`config.mk`:
```
export PLATFORM = sky130hd
export DESIGN_NAME = spi_master_8_16_bit_flat
export DESIGN_NICKNAME = d
export VERILOG_FILES = /design/src/hdl/spim_pkg.sv /design/src/hdl/spim_if.sv /design/src/hdl/spim_regs.sv /design/src/hdl/spi_master_8_16_bit.sv /design/src/flat_wrapper.sv
export SDC_FILE = /design/constraint.sdc
export NUM_CORES = 1
export LEC_CHECK = 0
export ABC_AREA = 1
export BUFFER_PORTS_ARGS = -buffer_cell sky130_fd_sc_hd__buf_2
export CORE_MARGIN = 1
export CORE_UTILIZATION = 49
export DETAILED_ROUTE_END_ITERATION = 10
export PLACE_DENSITY = 0.8
export SLEW_MARGIN = 40
export SYNTH_ARGS = -nofsm -noshare
export SYNTH_HDL_FRONTEND = slang
export SYNTH_SLANG_ARGS = --single-unit
```
`constraint.sdc`:
```
create_clock -name i_clk -period 2.1 [get_ports i_clk]
set_clock_uncertainty 0.2 [all_clocks]
set_input_delay 0.315 -clock i_clk [delete_from_list [all_inputs] [get_ports i_clk]]
set_output_delay 0.315 -clock i_clk [all_outputs]
set_load 0.02 [all_outputs]
```
`src/hdl/spim_pkg.sv`:
```
// Shared types and constants of the SPI master.
package spim_pkg;

    localparam int DEF_MAX_WORD_BITS = 16;
    localparam int DEF_DIVIDER_BITS  = 7;

    // Width of the stored half-period divider field
    localparam int DIV_FIELD_BITS = 7;

    localparam int APB_ADDR_BITS = 5;
    localparam int APB_DATA_BITS = 32;

    typedef enum logic [1:0] {
        FUNC_TICK        = 2'd0,
        FUNC_WRITE_DATA  = 2'd1,
        FUNC_READ_DATA   = 2'd2,
        FUNC_READ_STATUS = 2'd3
    } t_func;

    typedef enum logic [2:0] {
        REG_SPI_ENABLE   = 3'd0,
        REG_WORD_IS_16   = 3'd1,
        REG_CLOCK_POL    = 3'd2,
        REG_CLOCK_PHASE  = 3'd3,
        REG_HALF_DIV     = 3'd4,
        REG_RX_IRQ_EN    = 3'd5,
        REG_TX_IRQ_EN    = 3'd6
    } t_reg_idx;

    typedef struct packed {
        logic [1:0]  func;
        logic [15:0] write_data;
        logic        miso_in;
    } t_req;

    typedef struct packed {
        logic [15:0] read_data;
        logic        busy_flag;
        logic        rx_full_flag;
        logic        sclk_out;
        logic        mosi_out;
        logic        irq_out;
    } t_rsp;

    // Static control bits
    typedef struct packed {
        logic spi_enable;
        logic word_is_16;
        logic clock_polarity;
        logic clock_phase;
        logic rx_irq_enable;
        logic tx_irq_enable;
    } t_cfg;

    // Register writes that touch the shifter state
    typedef struct packed {
        logic disable_wr;
        logic pol_wr;
        logic pol_val;
    } t_cfg_evt;

endpackage

```
`src/hdl/spim_if.sv`:
```
// Request and response channel interfaces of the SPI master.
interface spim_req_if;
    import spim_pkg::*;
    logic valid;
    logic ready;
    t_req payload;
    modport source (output valid, output payload, input ready);
    modport sink (input valid, input payload, output ready);
endinterface

interface spim_rsp_if;
    import spim_pkg::*;
    logic valid;
    logic ready;
    t_rsp payload;
    modport source (output valid, output payload, input ready);
    modport sink (input valid, input payload, output ready);
endinterface

```
`src/hdl/spim_regs.sv`:
```
// APB configuration registers of the SPI master.
module spim_regs #(
    parameter int DIVIDER_BITS = spim_pkg::DEF_DIVIDER_BITS
) (
    input  logic                                i_clk,
    input  logic                                i_rst_n,
    input  logic                                psel,
    input  logic                                penable,
    input  logic                                pwrite,
    input  logic [spim_pkg::APB_ADDR_BITS-1:0]  paddr,
    input  logic [spim_pkg::APB_DATA_BITS-1:0]  pwdata,
    output logic [spim_pkg::APB_DATA_BITS-1:0]  prdata,
    output logic                                pready,
    output spim_pkg::t_cfg                      o_cfg,
    output spim_pkg::t_cfg_evt                  o_evt,
    output logic [DIVIDER_BITS-1:0]             o_div
);
    import spim_pkg::*;

    localparam int KEEP = (DIVIDER_BITS < DIV_FIELD_BITS) ? DIVIDER_BITS : DIV_FIELD_BITS;

    t_cfg                    r_cfg;
    logic [DIVIDER_BITS-1:0] r_div;
    logic                    wr_en;
    t_reg_idx                idx;

    assign pready = 1'b1;
    assign wr_en  = psel & penable & pwrite;
    assign idx    = t_reg_idx'(paddr[4:2]);

    always_ff @(posedge i_clk) begin
        if (!i_rst_n) begin
            r_cfg <= '0;
            r_div <= DIVIDER_BITS'(1);
        end else if (wr_en) begin
            case (idx)
                REG_SPI_ENABLE:  r_cfg.spi_enable     <= pwdata[0];
                REG_WORD_IS_16:  r_cfg.word_is_16     <= pwdata[0];
                REG_CLOCK_POL:   r_cfg.clock_polarity <= pwdata[0];
                REG_CLOCK_PHASE: r_cfg.clock_phase    <= pwdata[0];
                REG_HALF_DIV:    r_div <= DIVIDER_BITS'(pwdata[KEEP-1:0]);
                REG_RX_IRQ_EN:   r_cfg.rx_irq_enable  <= pwdata[0];
                REG_TX_IRQ_EN:   r_cfg.tx_irq_enable  <= pwdata[0];
                default: ;
            endcase
        end
    end

    always_comb begin
        o_evt.disable_wr = wr_en && (idx == REG_SPI_ENABLE) && !pwdata[0];
        o_evt.pol_wr     = wr_en && (idx == REG_CLOCK_POL);
        o_evt.pol_val    = pwdata[0];
    end

    always_comb begin
        prdata = '0;
        case (idx)
            REG_SPI_ENABLE:  prdata[0] = r_cfg.spi_enable;
            REG_WORD_IS_16:  prdata[0] = r_cfg.word_is_16;
            REG_CLOCK_POL:   prdata[0] = r_cfg.clock_polarity;
            REG_CLOCK_PHASE: prdata[0] = r_cfg.clock_phase;
            REG_HALF_DIV:    prdata = APB_DATA_BITS'(r_div);
            REG_RX_IRQ_EN:   prdata[0] = r_cfg.rx_irq_enable;
            REG_TX_IRQ_EN:   prdata[0] = r_cfg.tx_irq_enable;
            default:         prdata = '0;
        endcase
    end

    assign o_cfg = r_cfg;
    assign o_div = r_div;

endmodule

```
`src/hdl/spi_master_8_16_bit.sv`:
```
// Top level of the SPI master: shifter state, request handling, response register.
//
// Each request is one bus access: a divider tick, a data write, a data read or a
// status read. A request is taken every clock cycle while the response register is
// empty or being drained; its response (read data, busy, receive-full, clock and
// data pin levels, interrupt) appears in the response register the next cycle,
// so throughput is one request per cycle. The only thing
// that holds the request side is a full response register that the sink does not
// take. The serial clock toggles after half_period_divider+1 tick requests; words
// shift MSB first, 8 bits or 16 bits (capped at MAX_WORD_BITS), the length latched
// when the data write loads the word. Sampling follows clock_phase: phase 0 samples
// on the leading edge, phase 1 on the trailing edge. A finished word overwrites the
// receive buffer and sets receive-full; a data read clears it. Configuration sits on
// the APB port at byte address 4*index and must only be written while no request is
// outstanding. Writing spi_enable to zero aborts a word in flight.
module spi_master_8_16_bit #(
    parameter int MAX_WORD_BITS = spim_pkg::DEF_MAX_WORD_BITS,
    parameter int DIVIDER_BITS  = spim_pkg::DEF_DIVIDER_BITS
) (
    input  logic                                i_clk,
    input  logic                                i_rst_n,
    spim_req_if.sink                            i_req,
    spim_rsp_if.source                          o_rsp,
    input  logic                                psel,
    input  logic                                penable,
    input  logic                                pwrite,
    input  logic [spim_pkg::APB_ADDR_BITS-1:0]  paddr,
    input  logic [spim_pkg::APB_DATA_BITS-1:0]  pwdata,
    output logic [spim_pkg::APB_DATA_BITS-1:0]  prdata,
    output logic                                pready
);
    import spim_pkg::*;

    localparam int MW    = MAX_WORD_BITS;
    localparam int LEN16 = (MW < 16) ? MW : 16;    // length of a "16-bit" word
    localparam int BLW   = $clog2(MW + 1);         // bits_left counter width
    localparam int HW    = (MW < 16) ? MW : 16;    // bits moved to the rx buffer

    localparam logic [MW-1:0] MASK8  = {MW{1'b1}} >> (MW - 8);
    localparam logic [MW-1:0] MASK16 = {MW{1'b1}} >> (MW - LEN16);

    t_cfg                    cfg;
    t_cfg_evt                evt;
    logic [DIVIDER_BITS-1:0] div;

    spim_regs #(
        .DIVIDER_BITS (DIVIDER_BITS)
    ) u_regs (
        .i_clk   (i_clk),
        .i_rst_n (i_rst_n),
        .psel    (psel),
        .penable (penable),
        .pwrite  (pwrite),
        .paddr   (paddr),
        .pwdata  (pwdata),
        .prdata  (prdata),
        .pready  (pready),
        .o_cfg   (cfg),
        .o_evt   (evt),
        .o_div   (div)
    );

    // Shifter state
    logic [MW-1:0]           r_tx,   n_tx;
    logic [MW-1:0]           r_rx,   n_rx;
    logic [15:0]             r_hold, n_hold;
    logic [BLW-1:0]          r_bl,   n_bl;
    logic [DIVIDER_BITS-1:0] r_hc,   n_hc;
    logic                    r_lvl,  n_lvl;
    logic                    r_busy, n_busy;
    logic                    r_rxf,  n_rxf;
    logic                    r_len16, n_len16;

    // Response register
    logic r_out_valid;
    t_rsp r_rsp, n_rsp;

    logic           accept;
    t_req           req;
    logic [MW-1:0]  len_mask;
    logic [BLW-1:0] len_val;
    logic           leading;
    logic           do_sample;
    logic           do_shift;
    logic           do_finish;
    logic [BLW-1:0] bl_after;
    logic [MW-1:0]  rx_after;
    logic [MW-1:0]  wdata_ext;
    logic           mosi_bit;

    assign req          = i_req.payload;
    assign i_req.ready  = !r_out_valid || o_rsp.ready;
    assign accept       = i_req.valid && i_req.ready;
    assign o_rsp.valid  = r_out_valid;
    assign o_rsp.payload = r_rsp;

    always_comb begin
        n_tx    = r_tx;
        n_rx    = r_rx;
        n_hold  = r_hold;
        n_bl    = r_bl;
        n_hc    = r_hc;
        n_lvl   = r_lvl;
        n_busy  = r_busy;
        n_rxf   = r_rxf;
        n_len16 = r_len16;

        len_mask  = r_len16 ? MASK16 : MASK8;
        len_val   = r_len16 ? BLW'(LEN16) : BLW'(8);
        leading   = 1'b0;
        do_sample = 1'b0;
        do_shift  = 1'b0;
        do_finish = 1'b0;
        bl_after  = r_bl;
        rx_after  = r_rx;
        wdata_ext = MW'(req.write_data);

        n_rsp           = '0;

        if (accept) begin
            case (t_func'(req.func))
                FUNC_TICK: begin
                    if (cfg.spi_enable && r_busy) begin
                        if (r_hc < div) begin
                            n_hc = r_hc + DIVIDER_BITS'(1);
                        end else begin
                            // serial clock edge
                            n_hc    = '0;
                            n_lvl   = !r_lvl;
                            leading = (!r_lvl) != cfg.clock_polarity;
                            if (!cfg.clock_phase) begin
                                do_sample = leading;
                                do_shift  = !leading;
                            end else begin
                                do_sample = !leading;
                                do_shift  = leading && (r_bl != len_val);
                            end
                            if (do_sample) begin
                                rx_after = ((r_rx << 1) | MW'(req.miso_in)) & len_mask;
                                if (r_bl != '0) begin
                                    bl_after = r_bl - BLW'(1);
                                end
                            end
                            n_rx = rx_after;
                            n_bl = bl_after;
                            if (do_shift) begin
                                n_tx = (r_tx << 1) & len_mask;
                            end
                            do_finish = !leading && (bl_after == '0);
                            if (do_finish) begin
                                n_hold = 16'(rx_after[HW-1:0]);
                                n_rxf  = 1'b1;
                                n_busy = 1'b0;
                                n_hc   = '0;
                                n_lvl  = cfg.clock_polarity;
                            end
                        end
                    end
                end
                FUNC_WRITE_DATA: begin
                    if (cfg.spi_enable && !r_busy) begin
                        n_len16 = cfg.word_is_16;
                        n_tx    = wdata_ext & (cfg.word_is_16 ? MASK16 : MASK8);
                        n_rx    = '0;
                        n_bl    = cfg.word_is_16 ? BLW'(LEN16) : BLW'(8);
                        n_hc    = '0;
                        n_lvl   = cfg.clock_polarity;
                        n_busy  = 1'b1;
                    end
                end
                FUNC_READ_DATA: begin
                    n_rsp.read_data = r_hold;
                    n_rxf           = 1'b0;
                end
                default: ;
            endcase
        end

        // Register writes that act on the shifter
        if (evt.disable_wr) begin
            n_busy = 1'b0;
            n_hc   = '0;
            n_lvl  = cfg.clock_polarity;
        end
        if (evt.pol_wr && !n_busy) begin
            n_lvl = evt.pol_val;
        end

        mosi_bit           = n_len16 ? n_tx[LEN16-1] : n_tx[7];
        n_rsp.busy_flag    = n_busy;
        n_rsp.rx_full_flag = n_rxf;
        n_rsp.sclk_out     = n_busy ? n_lvl : cfg.clock_polarity;
        n_rsp.mosi_out     = n_busy & mosi_bit;
        n_rsp.irq_out      = (cfg.rx_irq_enable & n_rxf) |
                             (cfg.tx_irq_enable & cfg.spi_enable & !n_busy);
    end

    always_ff @(posedge i_clk) begin
        if (!i_rst_n) begin
            r_tx        <= '0;
            r_rx        <= '0;
            r_hold      <= '0;
            r_bl        <= '0;
            r_hc        <= '0;
            r_lvl       <= 1'b0;
            r_busy      <= 1'b0;
            r_rxf       <= 1'b0;
            r_len16     <= 1'b0;
            r_out_valid <= 1'b0;
        end else begin
            r_tx    <= n_tx;
            r_rx    <= n_rx;
            r_hold  <= n_hold;
            r_bl    <= n_bl;
            r_hc    <= n_hc;
            r_lvl   <= n_lvl;
            r_busy  <= n_busy;
            r_rxf   <= n_rxf;
            r_len16 <= n_len16;
            if (accept) begin
                r_out_valid <= 1'b1;
            end else if (o_rsp.ready) begin
                r_out_valid <= 1'b0;
            end
        end
    end

    // Response payload, loaded on each accepted request
    always_ff @(posedge i_clk) begin
        if (accept) begin
            r_rsp <= n_rsp;
        end
    end

endmodule
```
`src/flat_wrapper.sv`:
```
// flat-port wrapper written by rule: the top's interface ports become plain ports
module spi_master_8_16_bit_flat import spim_pkg::*;
#(
    parameter int MAX_WORD_BITS = spim_pkg::DEF_MAX_WORD_BITS,
    parameter int DIVIDER_BITS  = spim_pkg::DEF_DIVIDER_BITS
)
  (i_clk, i_rst_n, psel, penable, pwrite, paddr, pwdata, prdata, pready, i_req_valid, i_req_payload, i_req_ready, o_rsp_valid, o_rsp_payload, o_rsp_ready);
  spim_req_if i_req_i ();
  spim_rsp_if o_rsp_i ();
  input  logic i_clk;
  input  logic i_rst_n;
  input  logic psel;
  input  logic penable;
  input  logic pwrite;
  input  logic [spim_pkg::APB_ADDR_BITS-1:0] paddr;
  input  logic [spim_pkg::APB_DATA_BITS-1:0] pwdata;
  output logic [spim_pkg::APB_DATA_BITS-1:0] prdata;
  output logic pready;
  input wire logic [$bits(i_req_i.valid)-1:0] i_req_valid;
  input wire logic [$bits(i_req_i.payload)-1:0] i_req_payload;
  output wire logic [$bits(i_req_i.ready)-1:0] i_req_ready;
  output wire logic [$bits(o_rsp_i.valid)-1:0] o_rsp_valid;
  output wire logic [$bits(o_rsp_i.payload)-1:0] o_rsp_payload;
  input wire logic [$bits(o_rsp_i.ready)-1:0] o_rsp_ready;
  assign i_req_i.valid = i_req_valid;
  assign i_req_i.payload = i_req_payload;
  assign i_req_ready = i_req_i.ready;
  assign o_rsp_valid = o_rsp_i.valid;
  assign o_rsp_payload = o_rsp_i.payload;
  assign o_rsp_i.ready = o_rsp_ready;
  spi_master_8_16_bit #(.MAX_WORD_BITS(MAX_WORD_BITS), .DIVIDER_BITS(DIVIDER_BITS)) u_core (.i_clk(i_clk), .i_rst_n(i_rst_n), .i_req(i_req_i), .o_rsp(o_rsp_i), .psel(psel), .penable(penable), .pwrite(pwrite), .paddr(paddr), .pwdata(pwdata), .prdata(prdata), .pready(pready));
endmodule
```
==> flow_summary.toml, run 1 <==
[sta]
worst_pin_slew_ns = 0.534
rsz0062_at_grt = "yes"
drv_slew = 0
fin_crit_sh_pct = 111
setup_viol = 58
max_slew_margin_pct = 64.0
setup_ws_ns = -0.229
max_freq_ghz = 0.429
post-route-min-period_ns = 2.33
hold_viol = 0

[clock_network]
clkSlewWorstSetupHoldPaths_ns = 0.11
cts-buffers-inserted = 9
numClockSinks = 99
htree_levels = 3
cts_tree = "built"
root_buffer = "clkbuf_8"
cts_buffer_depth = 2
insertion_delay_ns = 0.38
cts.hold.buffers_added = 0

[yosys]
synthCells = 709
netlist_top_cells_area = "dfxtp_1, nand2_1, edfxtp_1"
synthArstFlopShare_pct = 0
syn-mean-instance-area_um2 = 7.38
synth_top_area_share_pct = 29.8
ys_ff_latch = 99
netlist_area_um2 = 5230
synth.distinct_cells = 44
yosysSeqAreaShare_pct = 41.9
ys.flop_type = "dfxtp_1"
synth_warnings = 0
synth_top_area_cell = "dfxtp_1"
synth_edf_count = 21

[power_and_ir_drop]
pwr-share-clk_pct = 31.6
combPwrFrac_pct = 17.8
powerDensity_nw_per_um2 = 548
p_seq_share_pct = 50.6
switching_share_pct = 31.7
vdd_ir_drop_max_v = 0.000351
p_int_uw = 2700
leakage_uw = 0.00289
switchingPower_uw = 1250

[critical_path]
max_stage_delay_ns = 0.34
critPathBufInv = 5
worstPathRequired_ns = 2.16
cp_top_family = "buffers and inverters"
crit_chain = "inv_2 -> ha_4 -> nand2_2 -> inv_2 -> nand2_1 -> nand2_1 -> nand2_2 -> nand2_4 -> nand2_4 -> buf_6 -> a21oi_4 -> inv_4 -> buf_12 -> a21oi_4 -> a211oi_2"
critPathCaptureType = "flip-flop"
arrival_ns = 2.39
critPathKind = "reg -> reg"
worstPathMaxFanout = 5
cp_slowest_cell = "dfxtp_2"
start_kind = "flip-flop"

[placement]
io_buffers = 65
place_inst = 946
place_area_um2 = 6010
gp_congestion = 0.898
dp_hpwl_mm = 8.42

[grt]
first_global_vias = 4573
globalRouteOverflowTotal = 0
grt_max_degree = 42
grt_pass1_wl_mm = 21.1
grt.total_usage_pct = 23.4
antenna_found_initial = 0

[die]
die_height_um = 105
rows = 37
core_um2 = 10300
die_w_um = 105
num_io_pins = 119
initial_core_util_pct = 50.7
die-area_um2 = 11100

[drt]
wl_per_cell_um = 15.8
via_count = 5420
post_drt_via_cell_ratio = 5.52
drt_iter0_drc = 336
drtAntennaViolNets = 0
drt_wl_total_mm = 15.5
route.detailed.drc = 0
first_pass_iters = 6

[cells_and_area]
layout.cells.non_filler = 981
antennaDiodeCount = 0
fin_nets = 912
design_area_um2 = 7210
final_util_pct = 69.8
syn_to_final_growth_pct = 37.8
layout-drive-gt1-share_pct = 41.9

[status]
status = "finished, violations left"
violations = "setup timing"

[job]
drv_cap = 0

[worst_hold_path]
hold_path_class = "in -> reg"
-- state kept, by name, summed over array words and instances, names as in the netlist --
| name | cells |
|---|---|
| u_core.o_rsp.payload | 21 |
| u_core.r_hold | 16 |
| u_core.r_rx | 16 |
| u_core.r_tx | 16 |
| u_core.r_hc | 7 |
| u_core.u_regs.o_div | 7 |
| u_core.u_regs.o_cfg | 6 |
| u_core.r_bl | 5 |
| u_core.o_rsp.valid | 1 |
| u_core.r_busy | 1 |
| u_core.r_len16 | 1 |
| u_core.r_lvl | 1 |
| u_core.r_rxf | 1 |
-- per-stage QoR --
step	worst slack, ns	power (µW)	TNS [ns]	hold slack, ns
final	-0.229	3950	-6.40	0.0220
after global routing	-0.287	4090	-12.17	0.0171
after CTS	-0.0954	3820	-1.02	0.0332
after detailed placement	-0.136	2560	-1.25	0.253
after global placement	-0.108	2560	-0.592	0.248
after floorplan	0.00496	2420	0	0.237
-- power groups by stage --
stage               sequential, µW  combinational [µW]  clock [µW]
floorplan                     2070                 352           0
global placement              2040                 520           0
detailed placement            2040                 527           0
CTS                           2000                 587        1230
global route                  2000                 749        1330
finish                        2000                 705        1250
-- final cells by class --
type,count,area [µm²]
well taps,136,170
clock inverters,7,66.3
fillers,725,3110
clock buffers,9,124
inverters,75,299
multi-input cells,507,3160
repair buffers,148,1170
flip-flops and latches,99,2220
-- tightest hold or removal path: cells and delay by family --
kind,cells,cell delay [ns]
simple gates,1,0.08
compound gates,1,0.04
buf+inv,1,0.13
-- final timing paths --
path | startpoint | endpoint | slack [ns] | cells past startpoint
worst min register to register | u_core.r_rx[15]$_SDFFE_PN0P_ | u_core.r_rx[15]$_SDFFE_PN0P_ | 0.27 | 2
worst max-delay path | u_core.u_regs.o_div[2]$_SDFFE_PN0P_ | u_core.r_rx[11]$_SDFFE_PN0P_ | -0.23 | 15
worst min-delay path | pwdata[0] | u_core.r_lvl$_SDFF_PN0_ | 0.02 | 3
worst max register to register | u_core.u_regs.o_div[2]$_SDFFE_PN0P_ | u_core.r_rx[11]$_SDFFE_PN0P_ | -0.23 | 15
-- per-layer routing --
layer | track usage, % | share of wire, %
met1 | 30.9 | 40
met2 | 38.7 | 50
met3 | 4.33 | 6.8
met4 | 7.14 | 2.8
met5 | 0 | 0
-- what timing repair did --
| item | 4_1_cts | 5_1_grt |
|---|---|---|
| setup buffers | 8 | 5 |
| pin swaps | 29 | 48 |
| gates resized for setup | 94 | 120 |
| cloned | 2 | 5 |
| setup endpoints to repair | 31 | 64 |
-- synth_stat cells (7+ instances only) --
master	number
a211oi_1	8
a21oi_1	73
buf_2	7
buf_4	27
clkbuf_1	16
dfxtp_1	78
edfxtp_1	21
ha_1	9
inv_1	67
nand2_1	177
nand2_2	11
nand3_1	59
nor2_1	52
o21ai_0	37
-- logic make-up after synthesis --
group | count (synthesis) | share of synthesized area (%)
AND/OR/NAND/NOR | 328 | 28.3
other | 2 | 0.143
flip-flops | 99 | 41.9
buffers and inverters | 128 | 11.8
XOR/XNOR | 5 | 0.837
AO/OA/AOI/OAI | 138 | 14.8
adder cells (fa/ha/maj) | 9 | 2.15
-- layout by cell type (no fill, tap or decap), drive strengths merged --
cell / n
dfxtp: 78
a21o: 1
o21ai: 40
nor4: 2
nand2: 194
edfxtp: 21
o21a: 1
buf: 144
nand3b: 1
conb: 26
a22oi: 2
a21oi: 75
a211oi: 8
xor2: 4
ha: 9
clkbuf: 13
o31ai: 4
o211ai: 1
inv: 79
clkinv: 2
nand4: 5
a221oi: 1
nor2: 59
a2bb2oi: 2
clkinvlp: 1
nor3: 3
a31oi: 1
nand3: 64
nor2b: 1
o221ai: 2
xnor2: 1
No activity file was read; power rests on OpenSTA's default activity.
==> inputs of run 2 (changes only) <==
Settings changed: SKIP_CTS_REPAIR_TIMING set to 1.
==> run 2 against run 1 <==
Against the previous run:
- the flow still finishes with violations (setup timing)
- highest routed layer unchanged
- die area is the same
- critical path type unchanged
- clock power is essentially flat
- sequential power is essentially flat
==> flow_summary.toml, run 2 (same netlist as run 1, synthesis figures left out) <==
[critical_path]
arrival_ns = 2.21
worstPathRequired_ns = 2.03
start_kind = "flip-flop"
worstPathMaxFanout = 7
critPathKind = "reg -> reg"
critPathCaptureType = "flip-flop"

[drt]
drtAntennaViolNets = 0
wl_per_cell_um = 13.7
drt_iter0_drc = 266
first_pass_iters = 6
route.detailed.drc = 0
post_drt_via_cell_ratio = 5.29
drt_wl_total_mm = 13.4
via_count = 5156

[status]
violations = "setup timing"
status = "finished, violations left"

[cells_and_area]
largest_reg_flops = 21
design_area_um2 = 6790
fin_nets = 906
layout_commonest_cell = "nand2_1"
antennaDiodeCount = 0
final_cell_mix = "nand2_1, buf_2, buf_4, dfxtp_1"
syn_to_final_growth_pct = 29.7
layout-drive-gt1-share_pct = 35.2
layout.cells.non_filler = 975

[clock_network]
htree_levels = 3
cts_tree = "built"
insertion_delay_ns = 0.37
clkSlewWorstSetupHoldPaths_ns = 0.10
cts_buffer_depth = 2
numClockSinks = 99
root_buffer = "clkbuf_8"
cts-buffers-inserted = 9

[die]
initial_core_util_pct = 50.7
die_height_um = 105
die-area_um2 = 11100
core_um2 = 10300
num_io_pins = 119
rows = 37
die_w_um = 105

[power_and_ir_drop]
vdd_ir_drop_max_v = 0.000345
powerDensity_nw_per_um2 = 570
leakage_uw = 0.00274

[job]
drv_cap = 0

[placement]
gp_congestion = 0.898
place_area_um2 = 6010
dp_hpwl_mm = 8.42
place_inst = 946
io_buffers = 65

[sta]
post-route-min-period_ns = 2.27
hold_viol = 0
fin_hold_ws_ns = 0.0366
max_freq_ghz = 0.440
rsz0062_at_grt = "yes"
setup_viol = 56
drv_slew = 0
setup_ws_ns = -0.174
fin_crit_sh_pct = 108

[grt]
globalRouteOverflowTotal = 0
grt_max_degree = 41
grt.total_usage_pct = 21.4
first_global_vias = 4376
antenna_found_initial = 0
grt_pass1_wl_mm = 19.4

[worst_hold_path]
hold_path_class = "in -> reg"
[run 2: path summary, 6_finish.rpt]
check                                      startpoint                                 to  slack (ns)  cells after the start
setup / recovery  u_core.u_regs.o_div[2]$_SDFFE_PN0P_  u_core.o_rsp.payload[2]$_DFFE_PP_       -0.17                     16
hold / removal                            o_rsp_ready    u_core.o_rsp.valid$_SDFFE_PN0P_        0.04                      4
setup reg to reg  u_core.u_regs.o_div[2]$_SDFFE_PN0P_  u_core.o_rsp.payload[2]$_DFFE_PP_       -0.17                     16
hold reg to reg          u_core.r_tx[11]$_SDFFE_PN0P_       u_core.r_tx[11]$_SDFFE_PN0P_        0.27                      2
[run 2: final cells by class]
cell class                 count  area [µm²]
clock buffer                   9         124
clock inverter                 7        66.3
fill                         824        3530
inverter                      75         297
multi-input combinational    507        2910
sequential                    99        2210
tap                          136         170
timing repair buffer         142        1010
[run 2: where the power goes]
group / internal, µW / switching, µW / total [µW]
Sequential: 1980 / 19.5 / 2000
Clock: 467 / 760 / 1230
Combinational: 230 / 415 / 645
[run 2: stage by stage]
stage | utilization [%] | TNS [ns] | setup slack, ns | total power (µW)
after floorplan | - | 0 | 0.00496 | 2420
after global placement | 58.3 | -0.592 | -0.108 | 2560
after detailed placement | 58.3 | -1.25 | -0.136 | 2560
after CTS | 60.1 | -2.31 | -0.169 | 3760
after global routing | 65.8 | -11.74 | -0.319 | 4010
final | 65.8 | -5.54 | -0.174 | 3870
[run 2: worst max-delay path, stage by stage, from the launching register on]
cell	delay, ns
dfxtp_2	0.35
inv_2	0.05
ha_4	0.26
nand2_2	0.04
inv_1	0.05
nand2_1	0.06
nand2_1	0.06
nand2_1	0.06
nand2_2	0.12
buf_6	0.12
nand4_1	0.14
nand2_1	0.12
nand2_2	0.07
nand2_4	0.11
nand2_2	0.07
nand2_2	0.10
o21ai_2	0.06
[run 2: per-layer routing]
metal	global-route usage [%]	vias to the layer above	wire length, µm
li1	-	2531	-
met1	29.0	2385	5830
met4	6.64	0	208
met5	0	-	0
met2	34.6	210	6440
met3	3.83	30	872
